--- src/sv/hvps_pkg.sv ---
// ----------------------------------------------------------------------------
// hvps_pkg
// Shared types and constants for the HV precharge sequencer.
// ----------------------------------------------------------------------------
package hvps_pkg;

	localparam int RATIO_W  = 10;
	localparam int TIME_W   = 16;
	localparam int DELTA_W  = 10;
	localparam int VOLT_W   = 16;
	localparam int MODE_W   = 3;
	localparam int PROD_W   = RATIO_W + VOLT_W;
	localparam int IN_W     = 48;
	localparam int OUT_W    = 8;
	localparam int ADDR_W   = 3;
	localparam int DATA_W   = 32;

	localparam logic [RATIO_W-1:0] RATIO_RESET  = 10'd850;
	localparam logic [TIME_W-1:0]  VERIFY_RESET = 16'd5000;

	localparam logic [MODE_W-1:0] MODE_IDLE          = 3'd0;
	localparam logic [MODE_W-1:0] MODE_PRECHARGE     = 3'd1;
	localparam logic [MODE_W-1:0] MODE_ENERGIZED     = 3'd2;
	localparam logic [MODE_W-1:0] MODE_CHG_PRECHARGE = 3'd3;
	localparam logic [MODE_W-1:0] MODE_CHARGING      = 3'd4;

	localparam logic REG_RATIO  = 1'b0;
	localparam logic REG_VERIFY = 1'b1;

	typedef struct packed {
		logic [RATIO_W-1:0] precharge_ratio;
		logic [TIME_W-1:0]  verify_time_ms;
	} cfg_t;

	typedef struct packed {
		logic [VOLT_W-1:0]  pack_voltage;
		logic [VOLT_W-1:0]  tractive_voltage;
		logic [DELTA_W-1:0] delta_ms;
		logic               charger_present;
		logic               hv_ok;
		logic               shutdown_closed;
	} item_t;

	typedef struct packed {
		logic               precharge_contactor;
		logic               drive_contactor;
		logic [MODE_W-1:0]  mode;
	} result_t;

endpackage

--- src/sv/hv_precharge_sequencer.sv ---
// ----------------------------------------------------------------------------
// hv_precharge_sequencer
// Precharge and contactor sequencer for a traction battery, one tick per item.
// ----------------------------------------------------------------------------
// channel  dir  handshake         payload
// s_*      in   tvalid/tready     tdata: tick flags, delta_ms, voltages
// m_*      out  tvalid/tready     tdata: mode, drive, precharge contactors
// apb      in   psel/penable      precharge_ratio @0x0, verify_time_ms @0x4
//
// one tick per clock sustained while the output is not stalled; input register
// then result register, with the multiply-compare and the state update sitting
// between the two registers.
// reset clears mode, timer and contactors and loads the register defaults.
// a stalled result holds in the output register while the input register
// still takes one more tick.
// ----------------------------------------------------------------------------
module hv_precharge_sequencer (
	input  logic                        clk,
	input  logic                        arst_n,
	input  logic                        s_tvalid,
	output logic                        s_tready,
	// [0] shutdown_closed, [1] hv_ok, [2] charger_present, [12:3] delta_ms,
	// [28:13] tractive_voltage, [44:29] pack_voltage, [47:45] zero
	input  logic [hvps_pkg::IN_W-1:0]   s_tdata,
	output logic                        m_tvalid,
	input  logic                        m_tready,
	// [2:0] mode, [3] drive_contactor, [4] precharge_contactor, [7:5] zero
	output logic [hvps_pkg::OUT_W-1:0]  m_tdata,
	input  logic                        psel,
	input  logic                        penable,
	input  logic                        pwrite,
	input  logic [hvps_pkg::ADDR_W-1:0] paddr,
	input  logic [hvps_pkg::DATA_W-1:0] pwdata,
	output logic [hvps_pkg::DATA_W-1:0] prdata,
	output logic                        pready
);

	hvps_pkg::cfg_t    cfg;
	hvps_pkg::item_t   item_s1;
	hvps_pkg::result_t res;
	hvps_pkg::result_t res_s2;
	logic              valid_s1;
	logic              valid_s2;
	logic              advance;

	localparam int ITEM_W = $bits(hvps_pkg::item_t);
	localparam int RES_W  = $bits(hvps_pkg::result_t);

	hvps_cfg u_cfg (
		.clk     (clk),
		.arst_n  (arst_n),
		.psel    (psel),
		.penable (penable),
		.pwrite  (pwrite),
		.paddr   (paddr),
		.pwdata  (pwdata),
		.prdata  (prdata),
		.pready  (pready),
		.cfg     (cfg)
	);

	hvps_ctrl u_ctrl (
		.clk    (clk),
		.arst_n (arst_n),
		.cfg    (cfg),
		.item   (item_s1),
		.step   (advance),
		.res    (res)
	);

	assign advance  = valid_s1 & (~valid_s2 | m_tready);
	assign s_tready = ~valid_s1 | advance;

	always_ff @(posedge clk or negedge arst_n) begin
		if (!arst_n) begin
			valid_s1 <= 1'b0;
			valid_s2 <= 1'b0;
		end else begin
			if (s_tready)
				valid_s1 <= s_tvalid;
			if (advance)
				valid_s2 <= 1'b1;
			else if (m_tready)
				valid_s2 <= 1'b0;
		end
	end

	always_ff @(posedge clk) begin
		if (s_tready && s_tvalid)
			item_s1 <= s_tdata[ITEM_W-1:0];
		if (advance)
			res_s2 <= res;
	end

	assign m_tvalid = valid_s2;
	assign m_tdata  = {{(hvps_pkg::OUT_W-RES_W){1'b0}}, res_s2};

	// both contactors are never commanded closed together
	a_no_overlap: assert property (@(posedge clk) disable iff (!arst_n)
		m_tvalid |-> !(res_s2.drive_contactor && res_s2.precharge_contactor))
		else $error("drive and precharge contactors both closed");

	// idle always opens both contactors
	a_idle_open: assert property (@(posedge clk) disable iff (!arst_n)
		(m_tvalid && res_s2.mode == hvps_pkg::MODE_IDLE) |->
		(!res_s2.drive_contactor && !res_s2.precharge_contactor))
		else $error("contactor closed in idle");

	// only defined modes are ever reported
	a_mode_range: assert property (@(posedge clk) disable iff (!arst_n)
		m_tvalid |-> (res_s2.mode <= hvps_pkg::MODE_CHARGING))
		else $error("undefined mode on output");

	// a tick leaving the input register lands in the output register
	a_advance: assert property (@(posedge clk) disable iff (!arst_n)
		advance |=> m_tvalid)
		else $error("advanced tick lost");

	// precharge mode implies the precharge contactor is closed
	a_pre_closed: assert property (@(posedge clk) disable iff (!arst_n)
		(m_tvalid && (res_s2.mode == hvps_pkg::MODE_PRECHARGE ||
		              res_s2.mode == hvps_pkg::MODE_CHG_PRECHARGE)) |->
		res_s2.precharge_contactor)
		else $error("precharge contactor open while precharging");

endmodule

--- src/sv/hvps_cfg.sv ---
// ----------------------------------------------------------------------------
// hvps_cfg
// APB register file: precharge ratio and verify time.
// ----------------------------------------------------------------------------
module hvps_cfg (
	input  logic                        clk,
	input  logic                        arst_n,
	input  logic                        psel,
	input  logic                        penable,
	input  logic                        pwrite,
	input  logic [hvps_pkg::ADDR_W-1:0] paddr,
	input  logic [hvps_pkg::DATA_W-1:0] pwdata,
	output logic [hvps_pkg::DATA_W-1:0] prdata,
	output logic                        pready,
	output hvps_pkg::cfg_t              cfg
);

	logic [hvps_pkg::RATIO_W-1:0] ratio_q;
	logic [hvps_pkg::TIME_W-1:0]  verify_q;
	logic                         wr_en;

	assign pready = 1'b1;
	assign wr_en  = psel & penable & pwrite & pready;

	// word index sits in paddr[2], byte offset is ignored
	always_ff @(posedge clk or negedge arst_n) begin
		if (!arst_n) begin
			ratio_q  <= hvps_pkg::RATIO_RESET;
			verify_q <= hvps_pkg::VERIFY_RESET;
		end else if (wr_en) begin
			case (paddr[2])
				hvps_pkg::REG_RATIO:  ratio_q  <= pwdata[hvps_pkg::RATIO_W-1:0];
				hvps_pkg::REG_VERIFY: verify_q <= pwdata[hvps_pkg::TIME_W-1:0];
				default: ;
			endcase
		end
	end

	always_comb begin
		case (paddr[2])
			hvps_pkg::REG_RATIO:
				prdata = {{(hvps_pkg::DATA_W-hvps_pkg::RATIO_W){1'b0}}, ratio_q};
			hvps_pkg::REG_VERIFY:
				prdata = {{(hvps_pkg::DATA_W-hvps_pkg::TIME_W){1'b0}}, verify_q};
			default:
				prdata = '0;
		endcase
	end

	assign cfg.precharge_ratio = ratio_q;
	assign cfg.verify_time_ms  = verify_q;

endmodule

--- src/sv/hvps_ctrl.sv ---
// ----------------------------------------------------------------------------
// hvps_ctrl
// Mode, verify timer and contactor state with the per-tick update logic.
// ----------------------------------------------------------------------------
module hvps_ctrl (
	input  logic                clk,
	input  logic                arst_n,
	input  hvps_pkg::cfg_t      cfg,
	input  hvps_pkg::item_t     item,
	input  logic                step,
	output hvps_pkg::result_t   res
);

	logic [hvps_pkg::MODE_W-1:0] mode_q, mode_d;
	logic [hvps_pkg::TIME_W-1:0] timer_q, timer_d;
	logic                        drive_q, drive_d;
	logic                        pre_q, pre_d;

	logic                        healthy;
	logic                        above;
	logic [hvps_pkg::PROD_W-1:0] lhs;
	logic [hvps_pkg::PROD_W-1:0] rhs;
	logic [hvps_pkg::TIME_W:0]   sum;
	logic [hvps_pkg::TIME_W-1:0] timer_sat;
	logic                        done;
	logic [hvps_pkg::MODE_W-1:0] done_mode;

	assign healthy = item.shutdown_closed & item.hv_ok;

	// exact threshold: vt * 1024 > ratio * vp
	assign lhs   = {item.tractive_voltage, {hvps_pkg::RATIO_W{1'b0}}};
	assign rhs   = hvps_pkg::PROD_W'(cfg.precharge_ratio) * hvps_pkg::PROD_W'(item.pack_voltage);
	assign above = lhs > rhs;

	assign sum       = {1'b0, timer_q} + {{(hvps_pkg::TIME_W+1-hvps_pkg::DELTA_W){1'b0}},
	                   item.delta_ms};
	assign timer_sat = sum[hvps_pkg::TIME_W] ? {hvps_pkg::TIME_W{1'b1}}
	                                         : sum[hvps_pkg::TIME_W-1:0];
	assign done      = timer_sat >= cfg.verify_time_ms;
	assign done_mode = (mode_q == hvps_pkg::MODE_CHG_PRECHARGE) ? hvps_pkg::MODE_CHARGING
	                                                            : hvps_pkg::MODE_ENERGIZED;

	always_comb begin
		mode_d  = mode_q;
		timer_d = timer_q;
		drive_d = drive_q;
		pre_d   = pre_q;
		case (mode_q)
			hvps_pkg::MODE_IDLE: begin
				if (healthy) begin
					timer_d = '0;
					pre_d   = 1'b1;
					mode_d  = item.charger_present ? hvps_pkg::MODE_CHG_PRECHARGE
					                               : hvps_pkg::MODE_PRECHARGE;
				end
			end
			hvps_pkg::MODE_PRECHARGE, hvps_pkg::MODE_CHG_PRECHARGE: begin
				// fault wins over the voltage check
				if (!healthy || (mode_q == hvps_pkg::MODE_CHG_PRECHARGE &&
				                 !item.charger_present)) begin
					mode_d  = hvps_pkg::MODE_IDLE;
					timer_d = '0;
					drive_d = 1'b0;
					pre_d   = 1'b0;
				end else if (above) begin
					timer_d = timer_sat;
					if (done) begin
						drive_d = 1'b1;
						pre_d   = 1'b0;
						mode_d  = done_mode;
					end
				end else begin
					timer_d = '0;
				end
			end
			hvps_pkg::MODE_ENERGIZED: begin
				if (!healthy) begin
					mode_d  = hvps_pkg::MODE_IDLE;
					timer_d = '0;
					drive_d = 1'b0;
					pre_d   = 1'b0;
				end
			end
			hvps_pkg::MODE_CHARGING: begin
				if (!healthy || !item.charger_present) begin
					mode_d  = hvps_pkg::MODE_IDLE;
					timer_d = '0;
					drive_d = 1'b0;
					pre_d   = 1'b0;
				end
			end
			default: begin
				mode_d  = hvps_pkg::MODE_IDLE;
				timer_d = '0;
				drive_d = 1'b0;
				pre_d   = 1'b0;
			end
		endcase
	end

	always_ff @(posedge clk or negedge arst_n) begin
		if (!arst_n) begin
			mode_q  <= hvps_pkg::MODE_IDLE;
			timer_q <= '0;
			drive_q <= 1'b0;
			pre_q   <= 1'b0;
		end else if (step) begin
			mode_q  <= mode_d;
			timer_q <= timer_d;
			drive_q <= drive_d;
			pre_q   <= pre_d;
		end
	end

	assign res.mode                = mode_d;
	assign res.drive_contactor     = drive_d;
	assign res.precharge_contactor = pre_d;

endmodule

--- config.mk ---
export PLATFORM = sky130hd
export DESIGN_NAME = hv_precharge_sequencer
export DESIGN_NICKNAME = d
export VERILOG_FILES = /design/src/sv/hvps_pkg.sv /design/src/sv/hv_precharge_sequencer.sv /design/src/sv/hvps_cfg.sv /design/src/sv/hvps_ctrl.sv
export SDC_FILE = /design/constraint.sdc
export NUM_CORES = 1
export LEC_CHECK = 0
export BUFFER_PORTS_ARGS = -buffer_cell sky130_fd_sc_hd__buf_2
export CAP_MARGIN = 20
export CORE_MARGIN = 3
export CORE_UTILIZATION = 55
export DETAILED_ROUTE_END_ITERATION = 10
export PLACE_DENSITY = 0.76
export RECOVER_POWER = 50
export SLEW_MARGIN = 20
export SYNTH_ARGS = -nofsm -noshare
export SYNTH_HDL_FRONTEND = slang
export SYNTH_SLANG_ARGS = --single-unit
--- constraint.sdc ---
create_clock -name clk -period 8.45 [get_ports clk]
set_clock_uncertainty 0.15 [all_clocks]
set_input_delay 0.4225 -clock clk [delete_from_list [all_inputs] [get_ports clk]]
set_output_delay 0.4225 -clock clk [all_outputs]
set_load 0.1 [all_outputs]
==> summary.md, run 1 <==
| Metric | Value |
|---|---|
| Status | finished with violations |
| Failing checks | max-capacitance violations, max-slew violations |
| R2R Path Start | u_cfg.ratio_q[1] |
| Hold Crit Endpoint | item_s1[9] |
| Predominant post-synthesis flop cell | edfxtp_1 |
| Top delay family on crit path | adder cells |
| Syn Std Cell Area | about 11000 um^2 |
| Worst hold path cell count | 1 |
| Area contributors post-synth | fa_1, edfxtp_1, ha_1 |
| Storage cell area | around 2700 um^2 |
| Routed WL per cell | roughly 15 um |
| Mux share of post-synthesis cell area | under 10% |
| Drt first pass iters | 7 |
| CP dominant cell by count | fa_1 |
| Largest net degree at the start of global routing | 50 |
| Global route overflow | 0 |
| Post-synthesis xor/xnor area fraction | 2.56% |
| Final Max Tran Viols | 50 |
| Die Area | approximately 21000 um^2 |
| CTS tree | yes |
| Fin crit period | ~8.0 ns |
| Core Region | 18800 um^2 |
| First-pass GRT wire length | 36.4 mm |
| Num CTS Buffers | 9 |
| Least-Margin Pin Slew | 2.75 ns |
| Reg2Reg Depth | 27 |
| Antenna violations before repair | 0 |
| RSZ-0062 raised after global routing | false |
| WHS | 0.0695 ns |
| Syn_area_per_cell | slightly below 10 um^2 |
| Clock latency on the worst-skew pair | about 0.37 ns |
| Antenna viol nets, final | 0 |
| Die height | approximately 140 um |
| Clock Tree Buf Depth | 2 |
| HP Start | s_tdata[9] |
| Hold crit path type | input pin to flip-flop |
| Diode count | 0 |
| DRC | 0 |
| Utilization after layout | about three fifths |
| Ys async rst share | just under 50% |
| Multi-input gate area | about 7000 um^2 |
| Cells after Synth | ~1100 |
| Total negative setup slack | 0 ns |
| Routability Congestion | 0.889 |
| # hold bufs at CTS | 0 |
| I/O pins | about 130 |
| Gr usage total | approximately 22% |
| EDFF count, synth | 50 |
| Nets | between 1000 and 1500 |
| Post-DP HPWL | 16.9 mm |
| Largest family of logic cells by synthesized area | adder cells |
| Initial Utilization | between 50% and 60% |
| Resize count post-CTS | 0 |
| Compound-Gate Fraction of Synth Area | roughly a tenth |
| Max frequency | 125 MHz |
| Worst Path Buf+Inv | 5 |
| Yosys top cell area share | a little over a fifth |
| Commonest cells in the netlist | inv_1, nand2_1, fa_1, ha_1, and2_1 |
| Initial DRC count | roughly 380 |
| Max stage delay on crit path | between 0.6 and 0.7 ns |
| Non-Filler Instances | roughly 1400 |
| CP max-delay cell | dfstp_2 |
| Most common cell in the synthesized netlist | inv_1 |
| Area leader, netlist | fa_1 |
| Adder-cell share of the synthesized area | about a third |
| Max_cap viols | 1 |
| Register area share after synthesis | roughly a quarter |
| Die width | between 100 and 150 um |
| Type of element launching the critical path | flip-flop |
| Vias in the first global route | approximately 7500 |
| Setup CP Type | flip-flop to flip-flop |
| Total Wirelength | 21.9 mm |
| Crit-path max FO | 19 |
| Filler Cell Count | 1600 |
| Final Hold Fails | 0 |
| Post-Synth Simple-Gate Area | about 15% |
| FP Rows | 50 |
| Clock root buffer | clkbuf_16 |
| # placed instances | about 1400 |
| CP Data Arrival Time | 8.08 ns |
| Port Buffers | approximately 90 |
| Vias | 7680 |
| Flop-to-flop setup slack | 0.46 ns |
| CTS sink count | 99 |
| Endpoints failing setup | 0 |
| Synth cell types | 67 |
| Vias per cell | between 5 and 6 |
| Layout cells sized above 1 | roughly 16% |
| Yosys warns | 0 |
| # H-tree levels | 3 |
| Slew HR | -83.6% |
| Critical path capture point type | flip-flop |
| Final period util | between 90% and 100% |
| Terminus of the critical flop-to-flop path | u_ctrl.mode_q[2] |
| Reg clk slew, reported paths | 0.08 ns |
| Area growth syn-to-layout | 8.72% |
| CP required | between 8 and 9 ns |
| Setup Buffers After CTS | 0 |
| #FFs+latches synth | 99 |
## logic make-up (layout without fill, tap and decap cells)
kind of cell / count (synthesis) / in the layout
muxes: 42 / 42
and+or+nand+nor: 310 / 310
xor gates and xnor gates: 31 / 31
DFF: 99 / 99
other: 2 / 20
AOI/OAI and AO/OA: 155 / 155
adders and majority gates: 214 / 214
buffers and inverters: 230 / 287
## stage by stage
stage,instance area (um^2),setup WS (ns)
6_report,11500,0.465
5_1_grt,11500,0.124
4_1_cts,11500,0.453
3_5_place_dp,11200,0.490
3_3_place_gp,11200,0.479
2_1_floorplan,10700,0.829
## worst max-delay path by stage
stage	startpoint	cells after the start	to	slack (ns)
after floorplan	u_cfg.ratio_q[3]	29	m_tdata[3]	0.83
after global placement	u_cfg.ratio_q[9]	26	u_ctrl.mode_q[2]	0.48
after detailed placement	u_cfg.ratio_q[9]	26	u_ctrl.mode_q[2]	0.49
after CTS	u_cfg.ratio_q[9]	26	u_ctrl.mode_q[2]	0.45
after global routing	u_cfg.ratio_q[9]	26	u_ctrl.mode_q[2]	0.12
final	u_cfg.ratio_q[1]	27	u_ctrl.mode_q[2]	0.46
## layer usage
metal | track usage [%] | part of all wire, % | vias to the layer above
met5 | 0 | 0 | -
met1 | 30.8 | 44 | 3800
met4 | 6.73 | 2.4 | 0
li1 | - | - | 3663
met2 | 35.1 | 48 | 187
met3 | 3.78 | 5.8 | 30
## layout make-up
cell class | count | share of cell area, %
multi-input combinational | 772 | 60.6
sequential | 99 | 23.8
inverter | 168 | 5.47
timing repair buffer | 103 | 4.77
tap | 260 | 2.82
clock buffer | 9 | 1.95
clock inverter | 7 | 0.586
## sequential cells by signal, summed over array words and instances, names as in the netlist
name            flops
u_cfg.verify_q     16
u_ctrl.timer_q     16
u_ctrl.mode_q       3
u_ctrl.drive_q      1
u_ctrl.pre_q        1
m_tdata             5
m_tvalid            1
u_cfg.ratio_q      10
valid_s1            1
item_s1            45
## placed cells by master (no fill, tap or decap), types with 7 or more instances in the layout
| master | n |
|---|---|
| a21oi_1 | 33 |
| nand2_1 | 132 |
| o21ai_0 | 26 |
| conb_1 | 20 |
| dfrtp_1 | 39 |
| nand3_1 | 8 |
| o211ai_1 | 8 |
| nand4_1 | 8 |
| nor2_1 | 25 |
| and2_1 | 82 |
| fa_1 | 111 |
| a211oi_1 | 9 |
| nor3_1 | 12 |
| mux2_2 | 38 |
| ha_1 | 103 |
| xnor2_1 | 20 |
| clkbuf_1 | 7 |
| nand2b_1 | 15 |
| buf_4 | 9 |
| xor2_1 | 11 |
| dfstp_2 | 10 |
| buf_2 | 85 |
| inv_1 | 167 |
| o21a_1 | 10 |
| o31ai_1 | 13 |
| edfxtp_1 | 50 |
| a21o_1 | 12 |
| clkbuf_16 | 9 |
Power of run 1 is not shown: default switching activity piles up to over one toggle a cycle in this logic, so the estimate is an artifact.
==> run 2, diff against run 1 <==
--- a/config.mk
+++ b/config.mk
@@ -7,7 +7,8 @@
 export LEC_CHECK = 0
 export BUFFER_PORTS_ARGS = -buffer_cell sky130_fd_sc_hd__buf_2
 export CAP_MARGIN = 20
-export CORE_MARGIN = 3
+export CORE_ASPECT_RATIO = 2
+export CORE_MARGIN = 5
 export CORE_UTILIZATION = 55
 export DETAILED_ROUTE_END_ITERATION = 10
 export PLACE_DENSITY = 0.76
==> run 2 against run 1 <==
  * The run still ends with max-capacitance violations, max-slew violations left
  * Die area is 6.4% higher
  * Global-route usage is 2.4 points higher
  * Critical path type unchanged
  * Via count is 4.0% higher
  * Critical endpoint unchanged
  * Register-to-register slack hardly changed
==> summary.md, run 2 (same netlist as run 1, synthesis figures left out) <==
| Metric | Value |
|---|---|
| Initial Utilization | a little under three fifths |
| Met2 Usage GRT | a little under half |
| Total negative setup slack | 0 ns |
| Routed WL per cell | approximately 18 um |
| GR peak layer | met2 |
| Initial DRC count | ~330 |
| Num CTS Buffers | 9 |
| Total Wirelength | 25.6 mm |
| Die height | just over 200 um |
| Largest net degree at the start of global routing | 50 |
| Crit-path max FO | 18 |
| Routability Congestion | around 0.9 |
| Drt first pass iters | 5 |
| Commonest non-fill, non-tap cell in the layout | inv_1 |
| Failing checks | max-capacitance violations, max-slew violations |
| RSZ-0062 raised after global routing | false |
| CP Data Arrival Time | just over 8 ns |
| Setup CP Type | flip-flop to flip-flop |
| Hold crit path type | input pin to flip-flop |
| Vias in the first global route | ~8700 |
| # H-tree levels | 3 |
| Max stage delay on crit path | ~0.75 ns |
| DRC | 0 |
| Max frequency | 125 MHz |
| Antenna viol nets, final | 0 |
| Core Region | roughly 19000 um^2 |
| Status | finished with violations |
| Gr usage total | about a quarter |
| Area growth syn-to-layout | 9.46% |
| Max_cap viols | 1 |
| Vias | 7988 |
| Biggest register | item_s1 |
| Least-Margin Pin Slew | approximately 2.8 ns |
| I/O pins | ~130 |
| Endpoints failing setup | 0 |
| Antenna violations before repair | 0 |
| Top Registers | item_s1 x45, u_cfg.verify_q x16, u_ctrl.timer_q x16 |
| Final Max Tran Viols | 50 |
| Vias per cell | approximately 5.6 |
| Clock Tree Buf Depth | 2 |
| First-pass GRT wire length | roughly 41 mm |
| Reg clk slew, reported paths | ~0.080 ns |
| Commonest non-fill, non-tap cells in the layout | inv_1, nand2_1, fa_1, ha_1, buf_2 |
| CP max-delay cell | dfstp_4 |
| Met3 Resource Use GR | under 10% |
| CTS sink count | 99 |
| FP Rows | just over 70 |
| Type of element launching the critical path | flip-flop |
| Critical path capture point type | flip-flop |
| Clock root buffer | clkbuf_16 |
| Fin crit period | between 7 and 8 ns |
| Clock latency on the worst-skew pair | 0.38 ns |
| Layout cells sized above 1 | 16.7% |
| Global route overflow | 0 |
| CP required | roughly 8.6 ns |
| Die width | 108 um |
| Slew HR | -85.7% |
| Post-DP HPWL | approximately 21 mm |
| Die Area | around 22000 um^2 |
| Nets | roughly 1500 |
| Met1 global-route usage | a little over a fifth |
| Diode count | 0 |
| Port Buffers | just over 90 |
| CTS tree | yes |
| # hold bufs at CTS | 0 |
| Final Hold Fails | 0 |
| Final period util | between 90% and 100% |
| Largest register FFs | 45 |
run 2: changes by cell type in the layout (fill, tap and decap cells not counted), sizes merged:
cell and change:
buf +10, inv -2, clkinvlp +2, clkinv -1
bufinv +1, clkbuf -3
run 2: through the flow:
stage	worst slack [ns]	hold slack [ns]	instance area (um^2)	util [%]	instances
6_report	0.458	0.0660	11600	60.5	1424
2_1_floorplan	0.829	-0.0231	10700	-	1101
3_3_place_gp	0.374	0.324	11300	58.8	1407
4_1_cts	0.293	0.0185	11600	60.4	1423
5_1_grt	0.00126	0.0484	11600	60.5	1424
3_5_place_dp	0.327	0.330	11300	58.8	1407
run 2: layout make-up:
| cell class | instances | area [um^2] |
|---|---|---|
| clock buffers | 9 | 225 |
| fillers | 1640 | 7580 |
| multi-input cells | 772 | 6990 |
| inverters | 168 | 631 |
| flip-flops and latches | 99 | 2740 |
| well taps | 259 | 324 |
| repair buffers | 110 | 601 |
| clock inverters | 7 | 92.6 |
run 2: routing by layer:
layer	part of all wire [%]	vias up
met4	7.1	0
met1	30	3930
met3	4.6	111
li1	-	3680
met2	58	267
met5	0	-
run 2: final timing paths:
kind                                        start            endpoint  slack [ns]  depth (start not counted)
min in group asynchronous                  arst_n            m_tvalid        0.88                          2
worst max-delay path             u_cfg.ratio_q[1]    u_ctrl.mode_q[2]        0.46                         28
worst min-delay path                  s_tdata[44]         item_s1[44]        0.07                          1
max in group asynchronous                  arst_n  u_ctrl.timer_q[13]        5.68                          2
worst max register to register   u_cfg.ratio_q[1]    u_ctrl.mode_q[2]        0.46                         28
worst min register to register  u_ctrl.timer_q[2]   u_ctrl.timer_q[2]        0.35                          1
run 2: what timing repair did:
action / CTS / global route
setup endpoints to repair: 0 / 20
resized for setup: 0 / 1
setup buffers: 0 / 1
run 2: critical path: cells and delay by family (launching register included):
family	cells	cell delay, ns
flops	1	0.75
fa+ha+maj	7	3.00
buf+inv	6	0.44
mux	2	0.43
simple gates	6	1.45
compound gates	7	1.65
Power of run 2 is left out for the same reason.
==> run 3, diff against run 2 <==
--- a/config.mk
+++ b/config.mk
@@ -12,8 +12,8 @@
 export CORE_UTILIZATION = 55
 export DETAILED_ROUTE_END_ITERATION = 10
 export PLACE_DENSITY = 0.76
-export RECOVER_POWER = 50
 export SLEW_MARGIN = 20
 export SYNTH_ARGS = -nofsm -noshare
 export SYNTH_HDL_FRONTEND = slang
 export SYNTH_SLANG_ARGS = --single-unit
+export TNS_END_PERCENT = 100
==> run 3 against run 2 <==
  * The flow now finishes without violations
  * Final area about the same
  * First-iteration DRC count down 6.4%
  * Sequential share of layout area about the same
  * Register-to-register slack about the same
  * Cell count unchanged
  * Critical path depth unchanged
  * Clock-buffer cell count unchanged
  * Wire length about the same
  * Non-clock buffer count unchanged
  * Highest routed layer unchanged
==> summary.md, run 3 (same netlist as run 1, synthesis figures left out) <==
| Metric | Value |
|---|---|
| FP Rows | between 70 and 80 |
| Setup CP Type | flip-flop to flip-flop |
| Nets | about 1500 |
| Largest net degree at the start of global routing | 50 |
| # H-tree levels | 3 |
| Vias per cell | 5.63 |
| CTS tree | yes |
| Total negative setup slack | 0 ns |
| Vias in the first global route | 8742 |
| Routed WL per cell | approximately 18 um |
| DRC | 0 |
| Status | finished, final reports clean |
| Top Registers | item_s1 x45, u_cfg.verify_q x16, u_ctrl.timer_q x16 |
| Area growth syn-to-layout | 9.56% |
| Core Region | 19200 um^2 |
| Num CTS Buffers | 9 |
| Hold crit path type | input pin to async pin |
| Commonest non-fill, non-tap cells in the layout | inv_1, nand2_1, fa_1, ha_1, buf_2 |
| Max stage delay on crit path | about 0.75 ns |
| Largest register FFs | between 40 and 50 |
| Final Hold Fails | 0 |
| Routability Congestion | approximately 0.91 |
| Endpoints failing setup | 0 |
| Antenna viol nets, final | 0 |
| Post-DP HPWL | about 21 mm |
| Die Area | ~22000 um^2 |
| Critical path capture point type | flip-flop |
| Initial DRC count | 307 |
| Port Buffers | 91 |
| Clock latency on the worst-skew pair | 0.37 ns |
| Final Max Tran Viols | 0 |
| Type of element launching the critical path | flip-flop |
| I/O pins | 133 |
| CP max-delay cell | dfstp_4 |
| Initial Utilization | 55.3% |
| Clock Tree Buf Depth | 2 |
| Pre-CTS setup slack | between 0.3 and 0.4 ns |
| Global route overflow | 0 |
| Max frequency | about 130 MHz |
| Die width | about 110 um |
| Least-Margin Pin Slew | ~1.2 ns |
| Gr usage total | roughly 24% |
| Slew HR | between 15 and 20% |
| CTS sink count | around 100 |
| Vias | roughly 8000 |
| Total Wirelength | roughly 26 mm |
| Crit-path max FO | 18 |
| Commonest non-fill, non-tap cell in the layout | inv_1 |
| Final period util | 94.6% |
| Antenna violations before repair | 0 |
| Max_cap viols | 0 |
| Die height | about 210 um |
| CP required | approximately 8.6 ns |
| Reg clk slew, reported paths | ~0.080 ns |
| Diode count | 0 |
| Clock root buffer | clkbuf_16 |
| Drt first pass iters | 5 |
| Worst setup margin | 0.459 ns |
| RSZ-0062 raised after global routing | false |
| Fin crit period | around 8 ns |
| Layout cells sized above 1 | between 10% and 20% |
| Filler Cell Count | roughly 1600 |
| CP Data Arrival Time | a little over 8 ns |
| Biggest register | item_s1 |
| First-pass GRT wire length | 41.3 mm |
==> run 3: cell types whose count changed in the layout (fill, tap and decap cells not counted) <==
cell      delta
buf_2        +2
buf_4        +2
clkbuf_1     -4
==> run 3: metal layers <==
| metal | up-vias | part of all wire, % | GRT usage, % |
|---|---|---|---|
| li1 | 3678 | - | - |
| met2 | 282 | 58 | 47.6 |
| met4 | 0 | 7.0 | 16.1 |
| met3 | 114 | 4.7 | 4.16 |
| met1 | 3941 | 30 | 21.9 |
| met5 | - | 0 | 0 |
==> run 3: what timing repair did <==
item                       4_1_cts  5_1_grt
buffers inserted                 0        1
setup endpoints to repair        0       20
gates resized for setup          0        1
hold buffers                     0        0
==> run 3: stage by stage <==
| stage | area (um^2) | std cells | hold slack, ns | utilization [%] |
|---|---|---|---|---|
| CTS | 11600 | 1423 | 0.0185 | 60.4 |
| global placement | 11300 | 1407 | 0.324 | 58.8 |
| finish | 11600 | 1424 | 0.00581 | 60.6 |
| floorplan | 10700 | 1101 | -0.0231 | - |
| global route | 11600 | 1424 | 0.0484 | 60.6 |
| detailed placement | 11300 | 1407 | 0.330 | 58.8 |
==> run 3: cell type report <==
type                            instances  area (um^2)  share of cell area [%]
Clock buffer                            9          225                    1.94
Clock inverter                          7         92.6                   0.797
Inverter                              168          631                    5.43
Multi-Input combinational cell        772         6990                    60.2
Sequential cell                        99         2740                    23.6
Tap cell                              259          324                    2.79
Timing Repair Buffer                  110          611                    5.26
==> run 3: path summary, 6_finish.rpt <==
kind                            cells past startpoint         startpoint                  to  slack [ns]
worst max-delay path                               28   u_cfg.ratio_q[1]    u_ctrl.mode_q[2]        0.46
worst min-delay path                                2             arst_n            m_tvalid       0.006
worst max register to register                     28   u_cfg.ratio_q[1]    u_ctrl.mode_q[2]        0.46
worst min register to register                      1  u_ctrl.timer_q[2]   u_ctrl.timer_q[2]        0.35
max in group asynchronous                           2             arst_n  u_ctrl.timer_q[13]        7.69
min in group clk                                    1        s_tdata[44]         item_s1[44]        0.07
==> run 3: worst max-delay path: cells and delay by family (launching register included) <==
family                     cells  cell delay, ns
adders and majority gates      7            3.00
buffers and inverters          6            0.44
AOI/OAI and AO/OA              7            1.65
DFF                            1            0.75
and+or+nand+nor                6            1.45
muxes                          2            0.43
Power of run 3 is left out for the same reason.
